[src/sv/nmea_sentence_framer_assert.svh]
// Assertion macros used by the sentence engine RTL.
`ifndef NMEA_SENTENCE_FRAMER_ASSERT_SVH
`define NMEA_SENTENCE_FRAMER_ASSERT_SVH

// Same-cycle implication, ignored while reset is held.
`define NSF_ASSERT_IMP(label, clk, rstn, ante, cons, msg) \
    label: assert property (@(posedge clk) disable iff (!rstn) (ante) |-> (cons)) \
        else $error(msg);

// Next-cycle implication, ignored while reset is held.
`define NSF_ASSERT_NXT(label, clk, rstn, ante, cons, msg) \
    label: assert property (@(posedge clk) disable iff (!rstn) (ante) |=> (cons)) \
        else $error(msg);

`endif

[src/sv/nsf_pkg.sv]
// Types, character codes and helpers for the NMEA sentence framer.
`default_nettype none

package nsf_pkg;

    typedef enum logic [1:0] {
        CLS_DATA,
        CLS_START,
        CLS_END
    } char_class_t;

    typedef struct packed {
        char_class_t cls;
        logic [7:0]  ch;
    } nsf_item_t;

    localparam logic [7:0] CH_DOLLAR = 8'h24;
    localparam logic [7:0] CH_COMMA  = 8'h2C;
    localparam logic [7:0] CH_STAR   = 8'h2A;
    localparam logic [7:0] CH_CR     = 8'h0D;
    localparam logic [7:0] CH_LF     = 8'h0A;
    localparam logic [7:0] CH_ZERO   = 8'h30;
    localparam logic [7:0] CH_UP_A   = 8'h41;
    localparam logic [7:0] CH_UP_F   = 8'h46;
    localparam logic [7:0] CH_LO_A   = 8'h61;
    localparam logic [7:0] CH_LO_F   = 8'h66;
    localparam logic [7:0] CH_C      = 8'h43;
    localparam logic [7:0] CH_G      = 8'h47;
    localparam logic [7:0] CH_M      = 8'h4D;
    localparam logic [7:0] CH_N      = 8'h4E;
    localparam logic [7:0] CH_P      = 8'h50;
    localparam logic [7:0] CH_R      = 8'h52;
    localparam logic [7:0] CH_S      = 8'h53;
    localparam logic [7:0] CH_W      = 8'h57;

    // Only the first characters of a term are ever inspected.
    localparam int NAME_LEN = 6;

    localparam logic [1:0] ST_NONE = 2'd0;
    localparam logic [1:0] ST_PASS = 2'd1;
    localparam logic [1:0] ST_FAIL = 2'd2;

    localparam logic [1:0] KIND_OTHER = 2'd0;
    localparam logic [1:0] KIND_RMC   = 2'd1;
    localparam logic [1:0] KIND_GGA   = 2'd2;

    localparam logic [7:0] MASK_RMC_BASE = 8'h03;
    localparam logic [7:0] MASK_RMC_FIX  = 8'h1C;
    localparam logic [7:0] MASK_GGA_BASE = 8'hC2;
    localparam logic [7:0] MASK_GGA_FIX  = 8'h24;

    function automatic logic [7:0] hex_value(input logic [7:0] a);
        logic [7:0] v;
        if (a >= CH_UP_A && a <= CH_UP_F) begin
            v = a - CH_UP_A + 8'd10;
        end else if (a >= CH_LO_A && a <= CH_LO_F) begin
            v = a - CH_LO_A + 8'd10;
        end else begin
            v = a - CH_ZERO;
        end
        return v;
    endfunction

endpackage

`default_nettype wire

[src/sv/nmea_sentence_framer.sv]
// Top level of the NMEA sentence framer: classifier, queue and sentence engine.
//
//   channel   direction  handshake          payload
//   s_        in         s_valid/s_ready    s_rx_char (one character per beat)
//   m_        out        m_valid/m_ready    status, kind, flags, mask, term char, counters
//
// One result beat per input beat; sustained rate is one character per cycle while m_ready stays high.
// From input beat to result beat the path is registered in the classifier register,
// the queue, and the engine's result register.
// The engine updates all sentence state for a character in a single update; the
// term-end match, checksum compare and counter increments sit in that update.
// Reset (aresetn low, synchronous) clears sentence state (not the stored term characters), counters and valids.
// A stall on m_ready holds the result register; the queue and classifier absorb
// further beats before s_ready drops.
`default_nettype none

module nmea_sentence_framer
    import nsf_pkg::*;
#(
    parameter int MAX_TERM_CHARS = 15
) (
    input  wire logic        aclk,
    input  wire logic        aresetn,
    input  wire logic        s_valid,
    output logic             s_ready,
    input  wire logic [7:0]  s_rx_char,
    output logic             m_valid,
    input  wire logic        m_ready,
    output logic [1:0]       m_status,
    output logic [1:0]       m_sentence_kind,
    output logic             m_has_fix,
    output logic [7:0]       m_commit_mask,
    output logic             m_south,
    output logic             m_west,
    output logic [7:0]       m_term_index,
    output logic [7:0]       m_term_char,
    output logic             m_char_valid,
    output logic [31:0]      m_passed_count,
    output logic [31:0]      m_failed_count,
    output logic [31:0]      m_fix_count
);

    // Classified beat from the front into the queue
    logic      f_valid;
    logic      f_ready;
    nsf_item_t f_item;

    // Queue head into the engine
    logic      q_valid;
    logic      q_ready;
    nsf_item_t q_item;

    // Classify: sort each character into data, sentence start or term end.
    nsf_front u_front (
        .aclk      (aclk),
        .aresetn   (aresetn),
        .s_valid   (s_valid),
        .s_ready   (s_ready),
        .s_rx_char (s_rx_char),
        .f_valid   (f_valid),
        .f_item    (f_item),
        .f_ready   (f_ready)
    );

    // Decouple: hold up to two classified beats so either side may stall alone.
    nsf_queue u_queue (
        .aclk       (aclk),
        .aresetn    (aresetn),
        .push_valid (f_valid),
        .push_ready (f_ready),
        .push_item  (f_item),
        .pop_valid  (q_valid),
        .pop_item   (q_item),
        .pop_ready  (q_ready)
    );

    // Execute: advance term state, check parity, update flags and counters.
    nsf_engine #(
        .MAX_TERM_CHARS (MAX_TERM_CHARS)
    ) u_engine (
        .aclk            (aclk),
        .aresetn         (aresetn),
        .q_valid         (q_valid),
        .q_item          (q_item),
        .q_ready         (q_ready),
        .m_valid         (m_valid),
        .m_ready         (m_ready),
        .m_status        (m_status),
        .m_sentence_kind (m_sentence_kind),
        .m_has_fix       (m_has_fix),
        .m_commit_mask   (m_commit_mask),
        .m_south         (m_south),
        .m_west          (m_west),
        .m_term_index    (m_term_index),
        .m_term_char     (m_term_char),
        .m_char_valid    (m_char_valid),
        .m_passed_count  (m_passed_count),
        .m_failed_count  (m_failed_count),
        .m_fix_count     (m_fix_count)
    );

endmodule

`default_nettype wire

[src/sv/nsf_front.sv]
// Input stage: registers and classifies each received character.
`default_nettype none

module nsf_front
    import nsf_pkg::*;
(
    input  wire logic       aclk,
    input  wire logic       aresetn,
    input  wire logic       s_valid,
    output logic            s_ready,
    input  wire logic [7:0] s_rx_char,
    output logic            f_valid,
    output nsf_item_t       f_item,
    input  wire logic       f_ready
);

    logic        valid_reg;
    logic        valid_next;
    nsf_item_t   item_reg;
    nsf_item_t   item_next;
    char_class_t cls;

    always_comb begin
        priority if (s_rx_char == CH_COMMA || s_rx_char == CH_CR ||
                     s_rx_char == CH_LF || s_rx_char == CH_STAR) begin
            cls = CLS_END;
        end else if (s_rx_char == CH_DOLLAR) begin
            cls = CLS_START;
        end else begin
            cls = CLS_DATA;
        end
    end

    assign s_ready = !valid_reg || f_ready;

    always_comb begin
        valid_next = valid_reg && !f_ready;
        item_next  = item_reg;
        if (s_valid && s_ready) begin
            valid_next   = 1'b1;
            item_next.cls = cls;
            item_next.ch  = s_rx_char;
        end
    end

    always_ff @(posedge aclk) begin
        if (!aresetn) begin
            valid_reg <= 1'b0;
        end else begin
            valid_reg <= valid_next;
        end
        item_reg <= item_next;
    end

    assign f_valid = valid_reg;
    assign f_item  = item_reg;

endmodule

`default_nettype wire

[src/sv/nsf_queue.sv]
// Two-entry queue between the classifier and the sentence engine.
`default_nettype none

module nsf_queue
    import nsf_pkg::*;
(
    input  wire logic      aclk,
    input  wire logic      aresetn,
    input  wire logic      push_valid,
    output logic           push_ready,
    input  nsf_item_t      push_item,
    output logic           pop_valid,
    output nsf_item_t      pop_item,
    input  wire logic      pop_ready
);

    nsf_item_t  entry_reg [2];
    logic       wr_ptr_reg;
    logic       wr_ptr_next;
    logic       rd_ptr_reg;
    logic       rd_ptr_next;
    logic [1:0] count_reg;
    logic [1:0] count_next;
    logic       do_push;
    logic       do_pop;

    assign push_ready = (count_reg != 2'd2);
    assign pop_valid  = (count_reg != 2'd0);
    assign pop_item   = entry_reg[rd_ptr_reg];
    assign do_push    = push_valid && push_ready;
    assign do_pop     = pop_valid && pop_ready;

    always_comb begin
        wr_ptr_next = do_push ? !wr_ptr_reg : wr_ptr_reg;
        rd_ptr_next = do_pop ? !rd_ptr_reg : rd_ptr_reg;
        count_next  = count_reg;
        unique case ({do_push, do_pop})
            2'b10:   count_next = count_reg + 2'd1;
            2'b01:   count_next = count_reg - 2'd1;
            default: count_next = count_reg;
        endcase
    end

    always_ff @(posedge aclk) begin
        if (!aresetn) begin
            wr_ptr_reg <= 1'b0;
            rd_ptr_reg <= 1'b0;
            count_reg  <= 2'd0;
        end else begin
            wr_ptr_reg <= wr_ptr_next;
            rd_ptr_reg <= rd_ptr_next;
            count_reg  <= count_next;
        end
        if (do_push) begin
            entry_reg[wr_ptr_reg] <= push_item;
        end
    end

endmodule

`default_nettype wire

[src/sv/nsf_engine.sv]
// Sentence engine: term state, checksum, flags, counters and result register.
`default_nettype none
`include "nmea_sentence_framer_assert.svh"

module nsf_engine
    import nsf_pkg::*;
#(
    parameter int MAX_TERM_CHARS = 15
) (
    input  wire logic        aclk,
    input  wire logic        aresetn,
    input  wire logic        q_valid,
    input  nsf_item_t        q_item,
    output logic             q_ready,
    output logic             m_valid,
    input  wire logic        m_ready,
    output logic [1:0]       m_status,
    output logic [1:0]       m_sentence_kind,
    output logic             m_has_fix,
    output logic [7:0]       m_commit_mask,
    output logic             m_south,
    output logic             m_west,
    output logic [7:0]       m_term_index,
    output logic [7:0]       m_term_char,
    output logic             m_char_valid,
    output logic [31:0]      m_passed_count,
    output logic [31:0]      m_failed_count,
    output logic [31:0]      m_fix_count
);

    localparam int OFF_W = $clog2(MAX_TERM_CHARS);
    localparam logic [OFF_W-1:0] OFF_LIMIT = OFF_W'(MAX_TERM_CHARS - 1);

    // Sentence state
    logic [7:0]       parity_reg,  parity_next;
    logic [7:0]       store_reg [NAME_LEN];
    logic [7:0]       store_next [NAME_LEN];
    logic [OFF_W-1:0] offset_reg,  offset_next;
    logic [7:0]       term_num_reg, term_num_next;
    logic [1:0]       kind_reg,    kind_next;
    logic             cs_reg,      cs_next;
    logic             fix_reg,     fix_next;
    logic             south_reg,   south_next;
    logic             west_reg,    west_next;
    logic [31:0]      pass_reg,    pass_next;
    logic [31:0]      fail_reg,    fail_next;
    logic [31:0]      fixcnt_reg,  fixcnt_next;

    // Result register
    logic             m_valid_reg, m_valid_next;
    logic [1:0]       status_reg,  status_next;
    logic [7:0]       mask_reg,    mask_next;
    logic [7:0]       tidx_reg,    tidx_next;
    logic [7:0]       tchar_reg,   tchar_next;
    logic             cvalid_reg,  cvalid_next;

    logic [7:0] term_ch [NAME_LEN];
    logic [7:0] hex_hi;
    logic [7:0] hex_lo;
    logic [7:0] csum;
    logic       is_rmc;
    logic       is_gga;
    logic       pop;
    logic       room;

    assign pop     = q_valid && (!m_valid_reg || m_ready);
    assign q_ready = pop;
    assign room    = (offset_reg < OFF_LIMIT);

    // Positions at or beyond the fill point read as zero.
    always_comb begin
        for (int i = 0; i < NAME_LEN; i++) begin
            term_ch[i] = (OFF_W'(i) < offset_reg) ? store_reg[i] : 8'h00;
        end
    end

    assign hex_hi = hex_value(term_ch[0]);
    assign hex_lo = hex_value(term_ch[1]);
    assign csum   = {hex_hi[3:0], 4'h0} + hex_lo;
    assign is_rmc = term_ch[0] == CH_G && (term_ch[1] == CH_P || term_ch[1] == CH_N) &&
                    term_ch[2] == CH_R && term_ch[3] == CH_M && term_ch[4] == CH_C &&
                    term_ch[5] == 8'h00;
    assign is_gga = term_ch[0] == CH_G && (term_ch[1] == CH_P || term_ch[1] == CH_N) &&
                    term_ch[2] == CH_G && term_ch[3] == CH_G && term_ch[4] == CH_UP_A &&
                    term_ch[5] == 8'h00;

    always_comb begin
        parity_next   = parity_reg;
        offset_next   = offset_reg;
        term_num_next = term_num_reg;
        kind_next     = kind_reg;
        cs_next       = cs_reg;
        fix_next      = fix_reg;
        south_next    = south_reg;
        west_next     = west_reg;
        pass_next     = pass_reg;
        fail_next     = fail_reg;
        fixcnt_next   = fixcnt_reg;
        status_next   = ST_NONE;
        mask_next     = 8'h00;
        tidx_next     = 8'h00;
        tchar_next    = 8'h00;
        cvalid_next   = 1'b0;
        for (int i = 0; i < NAME_LEN; i++) begin
            store_next[i] = store_reg[i];
        end

        if (pop) begin
            unique case (q_item.cls)
                CLS_END: begin
                    parity_next = parity_reg ^ ((q_item.ch == CH_COMMA) ? q_item.ch : 8'h00);
                    if (cs_reg) begin
                        if (csum != parity_next) begin
                            status_next = ST_FAIL;
                            fail_next   = fail_reg + 32'd1;
                        end else begin
                            status_next = ST_PASS;
                            pass_next   = pass_reg + 32'd1;
                            if (fix_reg) begin
                                fixcnt_next = fixcnt_reg + 32'd1;
                            end
                            unique case (kind_reg)
                                KIND_RMC: mask_next = MASK_RMC_BASE |
                                                      (fix_reg ? MASK_RMC_FIX : 8'h00);
                                KIND_GGA: mask_next = MASK_GGA_BASE |
                                                      (fix_reg ? MASK_GGA_FIX : 8'h00);
                                default:  mask_next = 8'h00;
                            endcase
                        end
                    end else if (term_num_reg == 8'd0) begin
                        kind_next = is_rmc ? KIND_RMC : (is_gga ? KIND_GGA : KIND_OTHER);
                    end else if (term_ch[0] != 8'h00) begin
                        unique case (kind_reg)
                            KIND_RMC: begin
                                if (term_num_reg == 8'd2) fix_next = (term_ch[0] == CH_UP_A);
                                if (term_num_reg == 8'd4) south_next = (term_ch[0] == CH_S);
                                if (term_num_reg == 8'd6) west_next = (term_ch[0] == CH_W);
                            end
                            KIND_GGA: begin
                                if (term_num_reg == 8'd3) south_next = (term_ch[0] == CH_S);
                                if (term_num_reg == 8'd5) west_next = (term_ch[0] == CH_W);
                                if (term_num_reg == 8'd6) fix_next = (term_ch[0] > CH_ZERO);
                            end
                            default: ;
                        endcase
                    end
                    if (term_num_reg != 8'hFF) begin
                        term_num_next = term_num_reg + 8'd1;
                    end
                    offset_next = '0;
                    cs_next     = (q_item.ch == CH_STAR);
                end
                CLS_START: begin
                    term_num_next = 8'd0;
                    offset_next   = '0;
                    parity_next   = 8'h00;
                    kind_next     = KIND_OTHER;
                    cs_next       = 1'b0;
                    fix_next      = 1'b0;
                end
                default: begin
                    if (room) begin
                        for (int i = 0; i < NAME_LEN; i++) begin
                            if (offset_reg == OFF_W'(i)) begin
                                store_next[i] = q_item.ch;
                            end
                        end
                        offset_next = offset_reg + OFF_W'(1);
                        cvalid_next = 1'b1;
                        tchar_next  = q_item.ch;
                        tidx_next   = term_num_reg;
                    end
                    if (!cs_reg) begin
                        parity_next = parity_reg ^ q_item.ch;
                    end
                end
            endcase
        end

        m_valid_next = pop || (m_valid_reg && !m_ready);
    end

    always_ff @(posedge aclk) begin
        if (!aresetn) begin
            parity_reg   <= 8'h00;
            offset_reg   <= '0;
            term_num_reg <= 8'd0;
            kind_reg     <= KIND_OTHER;
            cs_reg       <= 1'b0;
            fix_reg      <= 1'b0;
            south_reg    <= 1'b0;
            west_reg     <= 1'b0;
            pass_reg     <= 32'd0;
            fail_reg     <= 32'd0;
            fixcnt_reg   <= 32'd0;
            m_valid_reg  <= 1'b0;
        end else begin
            parity_reg   <= parity_next;
            offset_reg   <= offset_next;
            term_num_reg <= term_num_next;
            kind_reg     <= kind_next;
            cs_reg       <= cs_next;
            fix_reg      <= fix_next;
            south_reg    <= south_next;
            west_reg     <= west_next;
            pass_reg     <= pass_next;
            fail_reg     <= fail_next;
            fixcnt_reg   <= fixcnt_next;
            m_valid_reg  <= m_valid_next;
        end
        for (int i = 0; i < NAME_LEN; i++) begin
            store_reg[i] <= store_next[i];
        end
        if (pop) begin
            status_reg <= status_next;
            mask_reg   <= mask_next;
            tidx_reg   <= tidx_next;
            tchar_reg  <= tchar_next;
            cvalid_reg <= cvalid_next;
        end
    end

    // Flags and counters are stored state, so the result shows their new values.
    assign m_valid         = m_valid_reg;
    assign m_status        = status_reg;
    assign m_sentence_kind = kind_reg;
    assign m_has_fix       = fix_reg;
    assign m_commit_mask   = mask_reg;
    assign m_south         = south_reg;
    assign m_west          = west_reg;
    assign m_term_index    = tidx_reg;
    assign m_term_char     = tchar_reg;
    assign m_char_valid    = cvalid_reg;
    assign m_passed_count  = pass_reg;
    assign m_failed_count  = fail_reg;
    assign m_fix_count     = fixcnt_reg;

    `NSF_ASSERT_IMP(a_data_no_status, aclk, aresetn, m_valid_reg && cvalid_reg, status_reg == ST_NONE, "data beat carries a checksum status")
    `NSF_ASSERT_IMP(a_mask_on_pass, aclk, aresetn, m_valid_reg && mask_reg != 8'h00, status_reg == ST_PASS, "commit mask without a pass")
    `NSF_ASSERT_NXT(a_start_clears, aclk, aresetn, pop && q_item.cls == CLS_START, parity_reg == 8'h00 && offset_reg == '0 && term_num_reg == 8'd0, "start did not clear term state")
    `NSF_ASSERT_NXT(a_pass_count_hold, aclk, aresetn, !(pop && status_next == ST_PASS), $stable(pass_reg), "pass counter moved without a pass")

endmodule

`default_nettype wire
[config.mk]
export PLATFORM = sky130hd
export DESIGN_NAME = nmea_sentence_framer
export DESIGN_NICKNAME = d
export VERILOG_FILES = /design/src/sv/nsf_pkg.sv /design/src/sv/nmea_sentence_framer.sv /design/src/sv/nsf_front.sv /design/src/sv/nsf_queue.sv /design/src/sv/nsf_engine.sv
export VERILOG_INCLUDE_DIRS = /design/src /design/src/sv
export SDC_FILE = /design/constraint.sdc
export NUM_CORES = 1
export LEC_CHECK = 0
export ABC_AREA = 0
export BUFFER_PORTS_ARGS = -buffer_cell sky130_fd_sc_hd__buf_2
export CELL_PAD_IN_SITES_DETAIL_PLACEMENT = 1
export CELL_PAD_IN_SITES_GLOBAL_PLACEMENT = 1
export CORE_AREA = 2 2 159 177
export DETAILED_ROUTE_END_ITERATION = 6
export DIE_AREA = 0 0 161 179
export HOLD_SLACK_MARGIN = 0.03
export PLACE_DENSITY_LB_ADDON = 0.1
export SLEW_MARGIN = 20
export SYNTH_ARGS = -nofsm -noshare
export SYNTH_HDL_FRONTEND = slang
export SYNTH_SLANG_ARGS = --single-unit
[constraint.sdc]
create_clock -name aclk -period 6.55 [get_ports aclk]
set_clock_uncertainty 0.2 [all_clocks]
set_input_delay 0.9825 -clock aclk [delete_from_list [all_inputs] [get_ports aclk]]
set_output_delay 0.9825 -clock aclk [all_outputs]
set_load 0.02 [all_outputs]
# ---- Yosys cells after proc, flatten, opt, wreduce, memory -nomap -nowiden
# Memory sizes are Yosys's and may differ from the RTL's. A register that Yosys moved wholly into a read port is not among the register bits.
# Cells that the tools add are included.
# Widths: inputs -> output; s select.
dict set report op_classes {
  addsub 18
  multipliers 0
  div_mod_pow 0
  order_cmp 16
  eq_ne 51
  shifts 0
  n_mux 57
  bitwise 7
  reduce_logical 56
}
# operator n
set op_table {}
lappend op_table {{$mux 48} 3}
lappend op_table {{$mux 8} 17}
lappend op_table {{$add 32x1->32 const B} 3}
lappend op_table {{$eq 8x7->1 const B} 12}
lappend op_table {{$pmux 8 s2} 3}
lappend op_table {{$eq 8x6->1 const B} 5}
lappend op_table {{$ge 8x7->1 const B} 4}
lappend op_table {{$le 8x7->1 const B} 4}
lappend op_table {{$eq 8x3->1 const B} 3}
lappend op_table {{$reduce_and 8->1} 3}
lappend op_table {{$logic_and 1x1->1} 19}
lappend op_table {{$add 8x4->8 const B} 2}
lappend op_table {{$eq 8x2->1 const B} 2}
lappend op_table {{$eq 8x4->1 const B} 2}
lappend op_table {{$logic_not 8->1} 2}
lappend op_table {{$mux 1} 16}
lappend op_table {{$mux 4} 4}
lappend op_table {{$sub 8x7->8 const B} 2}
lappend op_table {{$xor 8x8->8} 2}
lappend op_table {{$ne 2x1->1 const B} 7}
lappend op_table {{$reduce_and 4->1} 3}
lappend op_table {{$sub 4x1->4 const B} 3}
lappend op_table {{$mux 2} 5}
lappend op_table {{$pmux 1 s2} 5}
lappend op_table {{other kinds (36)} 74}
dict set report word_totals {
  register_bits 165
  latch_bits 0
  ram_bits 68
  romBits 0
  input_bits 12
  output_inout_bits 130
  elab_cells 230
  mem_count 2
}
# memory depth word_bits read_ports rd_ports_with_merged_regs wr line_no
set memory_table {}
lappend memory_table {u_engine.store_reg 6 8 6 0 6 nsf_engine.sv:36} ;# logic [7:0] store_reg [NAME_LEN];
lappend memory_table {u_queue.entry_reg 2 10 1 1 1 nsf_queue.sv:17} ;# nsf_item_t entry_reg [2];

# ---- Longest topological paths before layout
# Gate-level depths: netlist of the first run.
dict set report logic_depth {
  word_depth 14
  ltp_mapped 24
  mapped_depth_nobuf 21
}

# ---- Hierarchy
# From an unflattened synthesis of the first run, not the netlist that was laid out.
dict set report unflattened {
  hier_cells 1183
  area_unflattened_um2 11830.1
}
# mod instances cells_per_inst area_per_inst_um2 seq_area_each_um2
set modules_own_cells {}
lappend modules_own_cells {nsf_engine 1 1106 10470.0 4654.5}
lappend modules_own_cells {nsf_queue 1 55 953.4 700.7}
lappend modules_own_cells {nsf_front 1 22 406.6 320.3}

# ---- Worst setup path before layout of the first run
# OpenSTA, ideal clock, no wires.
dict set report synth_path {
  path_type {register -> register}
  from {register u_engine.offset_reg[1]}
  to {register u_engine.fixcnt_reg[21], in the netlist u_engine.m_fix_count[21]}
  setup_time_ns 0.072
  arrival_ns 4.871
  t_required_ns 6.278
  setup_slack_ns 1.407
  stages_incl_launch_ff 23
  n_path_buf 4
  period_less_slack_ns 5.143
  cell_sequence {dfxtp_1 > buf_2 > or3_1 > buf_2 > nand2_1 > inv_1 > ha_1 > nor3b_1 > a211oi_1 > and2_1 > a211oi_1 > xnor2_1 > ha_1 > a21oi_1 > a21oi_1 > o211a_2 > or2_2 > o211a_2 > o211a_1 > buf_2 > buf_2 > nor4_1 > mux2i_1}
}
dict set report synth_via {
  elab_chain_cells 10
  elab_cells_between_ends 34
  cone_classes {add/sub: 11; order compare: 10; eq/ne: 1; mux: 6; bitwise: 1; reduce/logical: 5}
}
# item line_no
set synth_rtl {}
lappend synth_rtl {{start, declared} nsf_engine.sv:38} ;# logic [OFF_W-1:0] offset_reg, offset_next;
lappend synth_rtl {{start signal, assigned} nsf_engine.sv:199} ;# offset_reg <= offset_next;
lappend synth_rtl {{$lt 1x4->1} nsf_engine.sv:73} ;# term_ch[i] = (OFF_W'(i) < offset_reg) ? store_reg[i] : 8'h00;
lappend synth_rtl {{$mux 8} nsf_engine.sv:73}
lappend synth_rtl {{$sub 8x7->8, or another cell as far along} nsf_pkg.sv:57} ;# v = a - CH_LO_A + 8'd10;
lappend synth_rtl {{$add 8x4->8, or another cell as far along} nsf_pkg.sv:57}
lappend synth_rtl {{$mux 8 or $mux 4 (tied branches)} nsf_pkg.sv:56} ;# end else if (a >= CH_LO_A && a <= CH_LO_F) begin
lappend synth_rtl {{$mux 8 or $mux 4 (tied branches)} nsf_pkg.sv:54} ;# if (a >= CH_UP_A && a <= CH_UP_F) begin
lappend synth_rtl {{$add 8x8->8 (*)} nsf_engine.sv:79} ;# assign csum = {hex_hi[3:0], 4'h0} + hex_lo;
lappend synth_rtl {{$ne 8x8->1 (*)} nsf_engine.sv:113} ;# if (csum != parity_next) begin
lappend synth_rtl {{$not 1->1 (no line) (*)} n/a}
lappend synth_rtl {{$reduce_and 5->1 (no line) (*)} n/a}
lappend synth_rtl {{end signal, assigned} nsf_engine.sv:208} ;# fixcnt_reg <= fixcnt_next;
lappend synth_rtl {{end, declared} nsf_engine.sv:47} ;# logic [31:0] fixcnt_reg, fixcnt_next;
# Mark *: on every way between the ends. The rest lies on a longest branch, timed or not.
# A chain may end at the register's enable or synchronous reset.

# ---- Worst setup path in the final report of the first run
dict set report layout_path {
  from {register u_engine.offset_reg[3]}
  to {register u_engine.fail_reg[5], in the netlist u_engine.m_failed_count[5]}
}
dict set report layout_via {
  elab_chain_cells 9
  elab_cells_between_ends 33
  cone_classes {add/sub: 11; order compare: 10; eq/ne: 1; mux: 6; reduce/logical: 5}
}
# item line_no
set layout_rtl {}
lappend layout_rtl {{$lt 1x4->1} nsf_engine.sv:73}
lappend layout_rtl {{$mux 8} nsf_engine.sv:73}
lappend layout_rtl {{$sub 8x7->8, or another cell as far along} nsf_pkg.sv:57}
lappend layout_rtl {{$add 8x4->8, or another cell as far along} nsf_pkg.sv:57}
lappend layout_rtl {{$mux 8 or $mux 4 (tied branches)} nsf_pkg.sv:56}
lappend layout_rtl {{$mux 8 or $mux 4 (tied branches)} nsf_pkg.sv:54}
lappend layout_rtl {{$add 8x8->8 (*)} nsf_engine.sv:79}
lappend layout_rtl {{$ne 8x8->1 (*)} nsf_engine.sv:113}
lappend layout_rtl {{$reduce_and 4->1 (no line) (*)} n/a}
lappend layout_rtl {{end signal, assigned} nsf_engine.sv:207} ;# fail_reg <= fail_next;
lappend layout_rtl {{end, declared} nsf_engine.sv:46} ;# logic [31:0] fail_reg, fail_next;
# Marked as above.

==> results of run 1 <==
area by class of cell:
class | count | share of cell area
multi-input cells | 865 | 0.4237
flip-flops and latches | 232 | 0.4094
repair buffers | 152 | 0.05912
clock buffers | 37 | 0.05362
well taps | 363 | 0.03276
inverters | 45 | 0.01219
clock inverters | 10 | 0.009207
cells by family (layout without fill, tap and decap cells):
family,count (synthesis),after routing
AOI/OAI and AO/OA,223,224
and+or+nand+nor,516,516
muxes,64,64
buffers and inverters,119,244
xor gates and xnor gates,32,32
DFF,232,232
adders and majority gates,29,29
power breakdown:
| part | total, W | internal [W] | switching, W |
|---|---|---|---|
| sequential | 0.00180 | 0.00170 | 0.0000961 |
| clock | 0.00148 | 0.000904 | 0.000579 |
| combinational | 0.00118 | 0.000340 | 0.000843 |
| total | 0.00446 | 0.00295 | 0.00152 |
layout by cell type, fill, tap and decap left out, types with 22 or more instances in the layout:
cell type  Yosys  layout
buf_2         18     140
nand2_1      133     133
dfxtp_1      129     129
edfxtp_1     103     103
nand2b_1      87      87
nor2_1        73      73
a21oi_1       66      66
mux2i_1       62      62
inv_1         45      45
nand3_1       42      42
and3_1        35      35
o41ai_1       35      35
nand4_1       30      30
ha_1          28      28
clkbuf_16      0      27
xnor2_1       22      22
stage by stage:
step / std cells / util / power, W / worst slack, ns
3_3_place_gp: 1655 / 0.4753 / 0.002942 / 0.5925
3_5_place_dp: 1655 / 0.4753 / 0.002958 / 0.3209
6_report: 1704 / 0.5091 / 0.004464 / 0.3521
5_1_grt: 1704 / 0.5091 / 0.004686 / 0.05322
4_1_cts: 1702 / 0.5073 / 0.004460 / 0.2388
2_1_floorplan: 1215 / - / 0.002625 / 1.407
worst max-delay path by stage:
stage / endpoint / cells past startpoint / start
6_report: u_engine.m_failed_count[5] / 19 / u_engine.offset_reg[3]
3_3_place_gp: u_engine.m_passed_count[29] / 19 / u_engine.offset_reg[3]
3_5_place_dp: u_engine.m_passed_count[27] / 19 / u_engine.offset_reg[3]
5_1_grt: u_engine.m_failed_count[5] / 19 / u_engine.offset_reg[3]
2_1_floorplan: u_engine.m_fix_count[21] / 22 / u_engine.offset_reg[1]
4_1_cts: u_engine.m_passed_count[29] / 19 / u_engine.offset_reg[3]
worst max-delay path: cells and delay by family (launching register included):
family | cells | cell delay [ns]
AOI/OAI and AO/OA | 6 | 2.34
and+or+nand+nor | 7 | 1.83
buffers and inverters | 2 | 0.39
xor gates and xnor gates | 1 | 0.11
adders and majority gates | 2 | 0.54
muxes | 1 | 0.25
DFF | 1 | 0.41
routing by layer:
layer | vias up | global-route usage
li1 | 4700 | -
met1 | 4901 | 0.2890
met2 | 213 | 0.3811
met3 | 44 | 0.03285
met4 | 0 | 0.05804
met5 | - | 0
repair_timing:
item	in CTS	in global routing
setup endpoints to repair	0	5
gates resized for setup	0	3
setup buffers	0	0
==> flow_summary.json, run 1 <==
{
  "run_status": "finished clean",
  "hold_class": "flip-flop to flip-flop",
  "cp-end-kind": "flip-flop",
  "crit_slowest_cell": "or3_1",
  "postCtsHoldBufs": 0,
  "slowest_delay_ns": 0.58,
  "totalWireLength_um": 32550,
  "relSlewSlack": 0.2735,
  "dieArea_um2": 28820,
  "fin_nets": 1363,
  "synth_commonest_cells": "133 x nand2_1, 129 x dfxtp_1, 103 x edfxtp_1",
  "die_w_um": 161,
  "synth_area_leaders": "edfxtp_1 26%, dfxtp_1 21%, mux2i_1 5.2%, nand2b_1 4.5%, nand2_1 4.1%",
  "core_um2": 27230,
  "reg2reg_depth": 19,
  "r2r_end": "u_engine.m_failed_count[5]",
  "avgSynthCellArea_um2": 9.907,
  "postLayoutCellArea_um2": 13860,
  "place_congestion": 0.8430,
  "drtAntennaViolNets": 0,
  "critical_path_class": "flip-flop to flip-flop",
  "rrSetupSlack_ns": 0.35,
  "period_minus_slack_ns": 6.198,
  "ys_seq_area_frac": 0.4715,
  "top_layer": "met4",
  "synth_compound_area_frac": 0.1416,
  "grt_max_degree": 131,
  "hold_violations": 0,
  "r2r_start": "u_engine.offset_reg[3]",
  "syn2layout_area_growth_pct": 15.17,
  "clock_latency_ns": 0.53,
  "clk_pin_slew_ns": 0.06,
  "max_freq_mhz": 161.3,
  "firstDrtPassIters": 5,
  "nFillCells": 3116,
  "vdd_ir_drop_max_mv": 0.1879,
  "synth_most_common_cell": "nand2_1",
  "worstHoldStart": "u_front.f_item[8]",
  "synth_edf_count": 103,
  "antenna_found_initial": 0,
  "synth-simple-area-share": 0.2351,
  "hold_depth": 0,
  "crit_path_frequent_cell": "a211oi_2",
  "n_antenna_cell": 0,
  "ioPinCount": 142,
  "multi_input_area_um2": 5873,
  "wire_per_inst_um": 19.10,
  "cts_tree": "built",
  "syn_inst": 1215,
  "cts_root_buf": "clkbuf_16",
  "arrival_ns": 6.44,
  "yosys.area.top_type": "edfxtp_1",
  "cts.htree.levels": 1,
  "synth_seq_cells": 232,
  "path_cells": "or3_1 -> nand2_1 -> inv_1 -> ha_1 -> nor3b_1 -> a211oi_2 -> and2_1 -> a211oi_2 -> xnor2_1 -> ha_1 -> nand3_1 -> and3_1 -> a211oi_2 -> nor2_1 -> a21oi_1 -> o211ai_1 -> buf_12 -> a2111oi_0 -> mux2i_1",
  "dr_wl_met3_um": 1433,
  "drv_cap": 0,
  "grt_pass1_wl_um": 51610,
  "synth_area_um2": 12040,
  "drive_gt1_frac": 0.1790,
  "min_to": "u_queue.entry_reg[0][8]",
  "grt_pass1_vias": 9751,
  "initial_core_util": 0.4421,
  "rows": 64,
  "worstPathMaxFanout": 32,
  "leakage_nw": 5.193,
  "synth_fa_ha_area_frac": 0.03077,
  "worstPathRequired_ns": 6.79,
  "postPlaceCellArea_um2": 12940,
  "p_per_area_nw_per_um2": 322.0,
  "synth_top_family_by_area": "simple AND/OR/NAND/NOR gates",
  "drt-initial-drc-count": 503,
  "yosys_warnings": 0,
  "register_area_um2": 5675,
  "wl_met2_um": 15900,
  "hpwlAfterDp_um": 22400,
  "cts_sinks": 232,
  "die_y_um": 179,
  "wl_met1_um": 14630,
  "startpoint_type": "flip-flop",
  "worst_pin_slew_ns": 1.081,
  "yosys_most_used_dff": "dfxtp_1",
  "grt_overflow": 0,
  "cts.path.max_buffers": 3,
  "via_count": 9858,
  "setup_violations": 0,
  "portBuffers": 141,
  "period_share": 0.9462,
  "synthesis.nets": 1256,
  "gr-usage-all-layers": 0.2200,
  "rsz0062_at_grt": "no",
  "async_flop_share": 0,
  "fin_tns_setup_ns": 0,
  "post-route-drc-count": 0,
  "whs_ns": 0.2477,
  "final_max_slew_viol_count": 0,
  "yosys.area.top_type_share": 0.2570,
  "cts_buffers": 26,
  "largest_register_ffs": 48,
  "synth_mux_area_frac": 0.05343,
  "viasPerCell": 5.785,
  "synth_xor_area_frac": 0.02391,
  "synth.lib_cells_used.distinct": 76
}
Note: power is estimated with default switching activity, not from simulation.
==> run 2: changes to the inputs <==
--- a/config.mk
+++ b/config.mk
@@ -10,11 +10,11 @@
 export BUFFER_PORTS_ARGS = -buffer_cell sky130_fd_sc_hd__buf_2
 export CELL_PAD_IN_SITES_DETAIL_PLACEMENT = 1
 export CELL_PAD_IN_SITES_GLOBAL_PLACEMENT = 1
-export CORE_AREA = 2 2 159 177
+export CORE_AREA = 2 2 153 170
 export DETAILED_ROUTE_END_ITERATION = 6
-export DIE_AREA = 0 0 161 179
+export DIE_AREA = 0 0 155 172
 export HOLD_SLACK_MARGIN = 0.03
-export PLACE_DENSITY_LB_ADDON = 0.1
+export PLACE_DENSITY = 0.88
 export SLEW_MARGIN = 20
 export SYNTH_ARGS = -nofsm -noshare
 export SYNTH_HDL_FRONTEND = slang
==> constraint.sdc (replaced) <==
create_clock -name aclk -period 7.6 [get_ports aclk]
set_clock_uncertainty 0.2 [all_clocks]
set_input_delay 1.14 -clock aclk [delete_from_list [all_inputs] [get_ports aclk]]
set_output_delay 1.14 -clock aclk [all_outputs]
set_load 0.02 [all_outputs]
==> flow_summary.json, run 2 (same netlist as run 1, synthesis figures left out) <==
{
  "run_status": "finished clean",
  "place_congestion": 0.9261,
  "arrival_ns": 6.33,
  "drv_cap": 0,
  "crit_path_frequent_cell": "nand2_1",
  "path_cells": "or3_1 -> nand2_1 -> ha_1 -> nor3b_1 -> a211oi_1 -> nand2_1 -> nand2_1 -> nand2_1 -> xnor2_1 -> ha_1 -> fa_1 -> xnor2_1 -> a221o_1 -> a211oi_1 -> and3_1 -> nand3_1 -> nor4b_1",
  "p_per_area_nw_per_um2": 280.9,
  "max_freq_mhz": 161.3,
  "cp_num_buf_inv": 0,
  "min_to": "u_queue.entry_reg[1][5]",
  "cts_root_buf": "clkbuf_16",
  "fin_nets": 1360,
  "rows": 61,
  "rsz0062_at_grt": "no",
  "cts_resized": 0,
  "dieArea_um2": 26660,
  "pre_cts_slack_ns": 1.587,
  "most-common-layout-cells": "140 x buf_2, 133 x nand2_1, 129 x dfxtp_1",
  "cts_sinks": 232,
  "antenna_found_initial": 0,
  "via_count": 10060,
  "relSlewSlack": 0.2943,
  "final_max_slew_viol_count": 0,
  "r2r_start": "u_engine.offset_reg[2]",
  "totalWireLength_um": 33250,
  "setup_violations": 0,
  "critical_path_class": "flip-flop to flip-flop",
  "drt-initial-drc-count": 519,
  "firstDrtPassIters": 5,
  "postCtsHoldBufs": 0,
  "setup_slack_ns": 1.400,
  "grt_max_degree": 109,
  "rrSetupSlack_ns": 1.40,
  "wire_per_inst_um": 20.10,
  "worstPathMaxFanout": 13,
  "post-route-drc-count": 0,
  "hold_depth": 0,
  "cts.htree.levels": 1,
  "grt_pass1_wl_um": 52800,
  "final_common_cell": "buf_2",
  "crit_slowest_cell": "and3_1",
  "leakage_nw": 5.206,
  "cts.path.max_buffers": 3,
  "drive_gt1_frac": 0.1763,
  "viasPerCell": 6.079,
  "worstHoldStart": "u_front.f_item[5]",
  "utilization": 0.5528,
  "core_um2": 24960,
  "fin_tns_setup_ns": 0,
  "initial_core_util": 0.4823,
  "slowest_delay_ns": 0.67,
  "postLayoutCellArea_um2": 13800,
  "syn2layout_area_growth_pct": 14.62,
  "reg2reg_depth": 17,
  "n_antenna_cell": 0,
  "postPlaceCellArea_um2": 12880,
  "post-cts-setup-buffer-count": 0,
  "grt_overflow": 0,
  "ioPinCount": 142,
  "vdd_ir_drop_max_mv": 0.2079,
  "worst_pin_slew_ns": 1.050,
  "hold_violations": 0,
  "cts_buffers": 26,
  "grt_pass1_vias": 10080,
  "largest_register_ffs": 48,
  "worstPathRequired_ns": 7.73,
  "path_delay_family": "simple AND/OR/NAND/NOR gates",
  "clock_latency_ns": 0.53,
  "cp-end-kind": "flip-flop",
  "startpoint_type": "flip-flop",
  "period_minus_slack_ns": 6.200,
  "die_w_um": 155,
  "clk_pin_slew_ns": 0.06,
  "hpwlAfterDp_um": 22760,
  "r2r_end": "u_engine.m_commit_mask[2]",
  "gr-usage-all-layers": 0.2438,
  "period_share": 0.8158,
  "cts_tree": "built",
  "hold_class": "flip-flop to flip-flop",
  "drtAntennaViolNets": 0,
  "portBuffers": 141,
  "die_y_um": 172
}
==> run 2: changes by cell type in the layout (fill, tap and decap cells not counted), sizes merged <==
cell and change:
buf -2, o211a -1, clkinvlp -2, bufinv +1
clkbuf +2
==> run 2: per-layer routing <==
metal	global-route usage	share of wire	vias up
met5	0	0	-
met4	0.07448	0.025	0
met3	0.04035	0.050	65
met2	0.4365	0.51	254
met1	0.3020	0.42	5040
li1	-	-	4696
==> run 2: final cells by class <==
type,count,area [µm²]
Clock buffer,39,760.7
Tap cell,315,394.1
Inverter,45,168.9
Sequential cell,232,5675
Multi-Input combinational cell,864,5853
Timing Repair Buffer,150,799.5
Clock inverter,9,143.9
Fill cell,2808,11160
==> run 2: where the power goes <==
group	switching (W)	internal, W	total, W
sequential	0.0000869	0.00147	0.00155
clock	0.000503	0.000824	0.00133
combinational	0.000721	0.000275	0.000996
total	0.00131	0.00257	0.00388
==> run 2: worst max path at each step <==
stage                                      start                         end  slack [ns]  depth (start not counted)
after floorplan           u_engine.offset_reg[1]    u_engine.m_fix_count[21]        2.46                         22
after global placement    u_engine.offset_reg[2]   u_engine.m_commit_mask[2]        1.76                         17
after detailed placement  u_engine.offset_reg[3]  u_engine.m_failed_count[5]        1.59                         19
after CTS                 u_engine.offset_reg[3]  u_engine.m_failed_count[5]        1.53                         19
after global routing      u_engine.offset_reg[2]   u_engine.m_commit_mask[2]        1.03                         17
final                     u_engine.offset_reg[2]   u_engine.m_commit_mask[2]        1.40                         17
==> run 2: through the flow <==
stage | hold slack, ns | cells | power (W)
after floorplan | 0.2215 | 1215 | 0.002262
after global placement | 0.2247 | 1605 | 0.002490
after detailed placement | 0.2421 | 1606 | 0.002558
after CTS | 0.2551 | 1654 | 0.003888
after global routing | 0.2562 | 1654 | 0.004044
final | 0.2517 | 1654 | 0.003876
==> run 3: changes to the inputs <==
--- a/config.mk
+++ b/config.mk
@@ -6,15 +6,15 @@
 export SDC_FILE = /design/constraint.sdc
 export NUM_CORES = 1
 export LEC_CHECK = 0
-export ABC_AREA = 0
+export ABC_AREA = 1
 export BUFFER_PORTS_ARGS = -buffer_cell sky130_fd_sc_hd__buf_2
 export CELL_PAD_IN_SITES_DETAIL_PLACEMENT = 1
 export CELL_PAD_IN_SITES_GLOBAL_PLACEMENT = 1
-export CORE_AREA = 2 2 153 170
+export CORE_AREA = 2 2 164 182
 export DETAILED_ROUTE_END_ITERATION = 6
-export DIE_AREA = 0 0 155 172
+export DIE_AREA = 0 0 166 184
 export HOLD_SLACK_MARGIN = 0.03
-export PLACE_DENSITY = 0.88
+export PLACE_DENSITY = 0.84
 export SLEW_MARGIN = 20
 export SYNTH_ARGS = -nofsm -noshare
 export SYNTH_HDL_FRONTEND = slang
==> constraint.sdc (replaced) <==
create_clock -name aclk -period 6.2 [get_ports aclk]
set_clock_uncertainty 0.2 [all_clocks]
set_input_delay 0.93 -clock aclk [delete_from_list [all_inputs] [get_ports aclk]]
set_output_delay 0.93 -clock aclk [all_outputs]
set_load 0.02 [all_outputs]
==> flow_summary.json, run 3 <==
{
  "cts_buffers": 26,
  "synth_edf_count": 103,
  "run_status": "finished clean",
  "firstDrtPassIters": 5,
  "drv_cap": 0,
  "cts.path.max_buffers": 3,
  "utilization": 0.5045,
  "grt_pass1_vias": 12190,
  "cp-end-kind": "flip-flop",
  "clk_pin_slew_ns": 0.06,
  "synthesis.nets": 1630,
  "cts_tree": "built",
  "synth.lib_cells_used.distinct": 48,
  "synth-simple-area-share": 0.2936,
  "period_share": 0.8332,
  "drt-initial-drc-count": 580,
  "post-route-drc-count": 0,
  "startpoint_type": "flip-flop",
  "critical_path_class": "flip-flop to flip-flop",
  "grt_pass1_wl_um": 63510,
  "setup_violations": 0,
  "max_freq_mhz": 193.6,
  "clock_latency_ns": 0.53,
  "hold_class": "flip-flop to flip-flop",
  "arrival_ns": 5.33,
  "totalWireLength_um": 38890,
  "drtAntennaViolNets": 0,
  "cts_root_buf": "clkbuf_16",
  "vdd_ir_drop_max_mv": 0.2372,
  "n_antenna_cell": 0,
  "cts.htree.levels": 1,
  "worstPathRequired_ns": 6.36,
  "yosys.area.top_type": "edfxtp_1",
  "relSlewSlack": 0.2808,
  "final_max_slew_viol_count": 0,
  "grt_overflow": 0,
  "ys_seq_area_frac": 0.4542,
  "yosys_most_used_dff": "dfxtp_1",
  "synth_top_family_by_area": "simple AND/OR/NAND/NOR gates",
  "synth_fa_ha_area_frac": 0.02964,
  "portBuffers": 141,
  "hpwlAfterDp_um": 28540,
  "leakage_nw": 5.692,
  "avgSynthCellArea_um2": 7.864,
  "postCtsHoldBufs": 0,
  "synth_compound_area_frac": 0.07980,
  "via_count": 11650,
  "wire_per_inst_um": 18.47,
  "drive_gt1_frac": 0.1312,
  "hold_violations": 0,
  "crit_path_frequent_cell": "nand3_1",
  "dieArea_um2": 30540,
  "synth_area_um2": 12500,
  "antenna_found_initial": 1,
  "fin_nets": 1759,
  "place_congestion": 0.9011,
  "initial_core_util": 0.4377,
  "most-common-layout-cells": "356 x nand2_1, 170 x inv_1, 141 x buf_2",
  "synth_xor_area_frac": 0.06939,
  "synth_seq_cells": 232,
  "cts_sinks": 232,
  "rsz0062_at_grt": "no",
  "final_common_cell": "nand2_1",
  "cts_resized": 0,
  "core_um2": 28550,
  "ioPinCount": 142,
  "die_y_um": 184,
  "post-cts-setup-buffer-count": 0,
  "yosys.area.top_type_share": 0.2475,
  "rows": 65,
  "synth_commonest_cells": "356 x nand2_1, 170 x inv_1, 136 x nor2_1",
  "async_flop_share": 0,
  "period_minus_slack_ns": 5.166,
  "worst_pin_slew_ns": 1.069,
  "slowest_delay_ns": 0.42,
  "fin_tns_setup_ns": 0,
  "synth_mux_area_frac": 0,
  "synth_most_common_cell": "nand2_1",
  "syn2layout_area_growth_pct": 15.26,
  "die_w_um": 166,
  "crit_slowest_cell": "dfxtp_1",
  "yosys_warnings": 0,
  "nFillCells": 3549,
  "worstPathMaxFanout": 32,
  "grt_max_degree": 75,
  "p_per_area_nw_per_um2": 339.4,
  "largest_register_ffs": 48,
  "gr-usage-all-layers": 0.2533,
  "syn_inst": 1589,
  "synth_area_leaders": "edfxtp_1 25%, dfxtp_1 21%, nand2_1 11%, xor2_1 5.5%, inv_1 5.1%",
  "viasPerCell": 5.529
}
run 3: final cells by class:
class                      count  area (µm²)  share of cell area
clock inverter                17       190.2             0.01320
multi-input combinational   1128        5911              0.4104
tap                          368       460.4             0.03197
inverter                     179       673.1             0.04674
sequential                   232        5675              0.3941
timing repair buffer         151       780.7             0.05421
clock buffer                  31       711.9             0.04943
run 3: through the flow:
stage | instance area, µm² | std cells | worst slack, ns | hold slack, ns | total power [W]
6_report | 14400 | 2106 | 1.034 | 0.2463 | 0.004888
5_1_grt | 14400 | 2106 | 0.5554 | 0.2564 | 0.005146
4_1_cts | 14400 | 2106 | 1.016 | 0.2496 | 0.004925
3_5_place_dp | 13500 | 2058 | 1.095 | 0.2355 | 0.003282
3_3_place_gp | 13500 | 2058 | 1.294 | 0.2230 | 0.003219
2_1_floorplan | 12500 | 1589 | 2.141 | 0.2215 | 0.002844
run 3: worst paths after layout:
check	startpoint	to	slack [ns]	depth (start not counted)
max	u_engine.offset_reg[1]	u_engine.m_fix_count[16]	1.03	28
min reg2reg	u_front.f_item[5]	u_queue.entry_reg[1][5]	0.25	0
max reg2reg	u_engine.offset_reg[1]	u_engine.m_fix_count[16]	1.03	28
min	u_front.f_item[5]	u_queue.entry_reg[1][5]	0.25	0
run 3: logic make-up (layout without fill, tap and decap cells):
logic type / count (synthesis) / in the layout
AO/OA/AOI/OAI: 188 / 188
XOR/XNOR: 99 / 99
adder cells (fa/ha/maj): 29 / 29
buffers and inverters: 229 / 378
flip-flops: 232 / 232
AND/OR/NAND/NOR: 812 / 812
run 3: routing by layer:
metal	GRT usage	part of all wire
met3	0.03358	0.047
met2	0.4526	0.50
met4	0.08313	0.031
met5	0	0.00036
met1	0.3169	0.43
run 3: worst max-delay path: cells and delay by family, from the launching register on:
family,cells,cell delay [ns]
buffers and inverters,5,0.88
DFF,1,0.42
AOI/OAI and AO/OA,2,0.19
xor gates and xnor gates,3,0.46
adders and majority gates,4,1.02
and+or+nand+nor,14,1.80
run 3: where the power goes:
| part | internal, W | switching [W] |
|---|---|---|
| Clock | 0.000985 | 0.000639 |
| Combinational | 0.000334 | 0.00101 |
| Sequential | 0.00182 | 0.0000969 |
| Total | 0.00314 | 0.00175 |
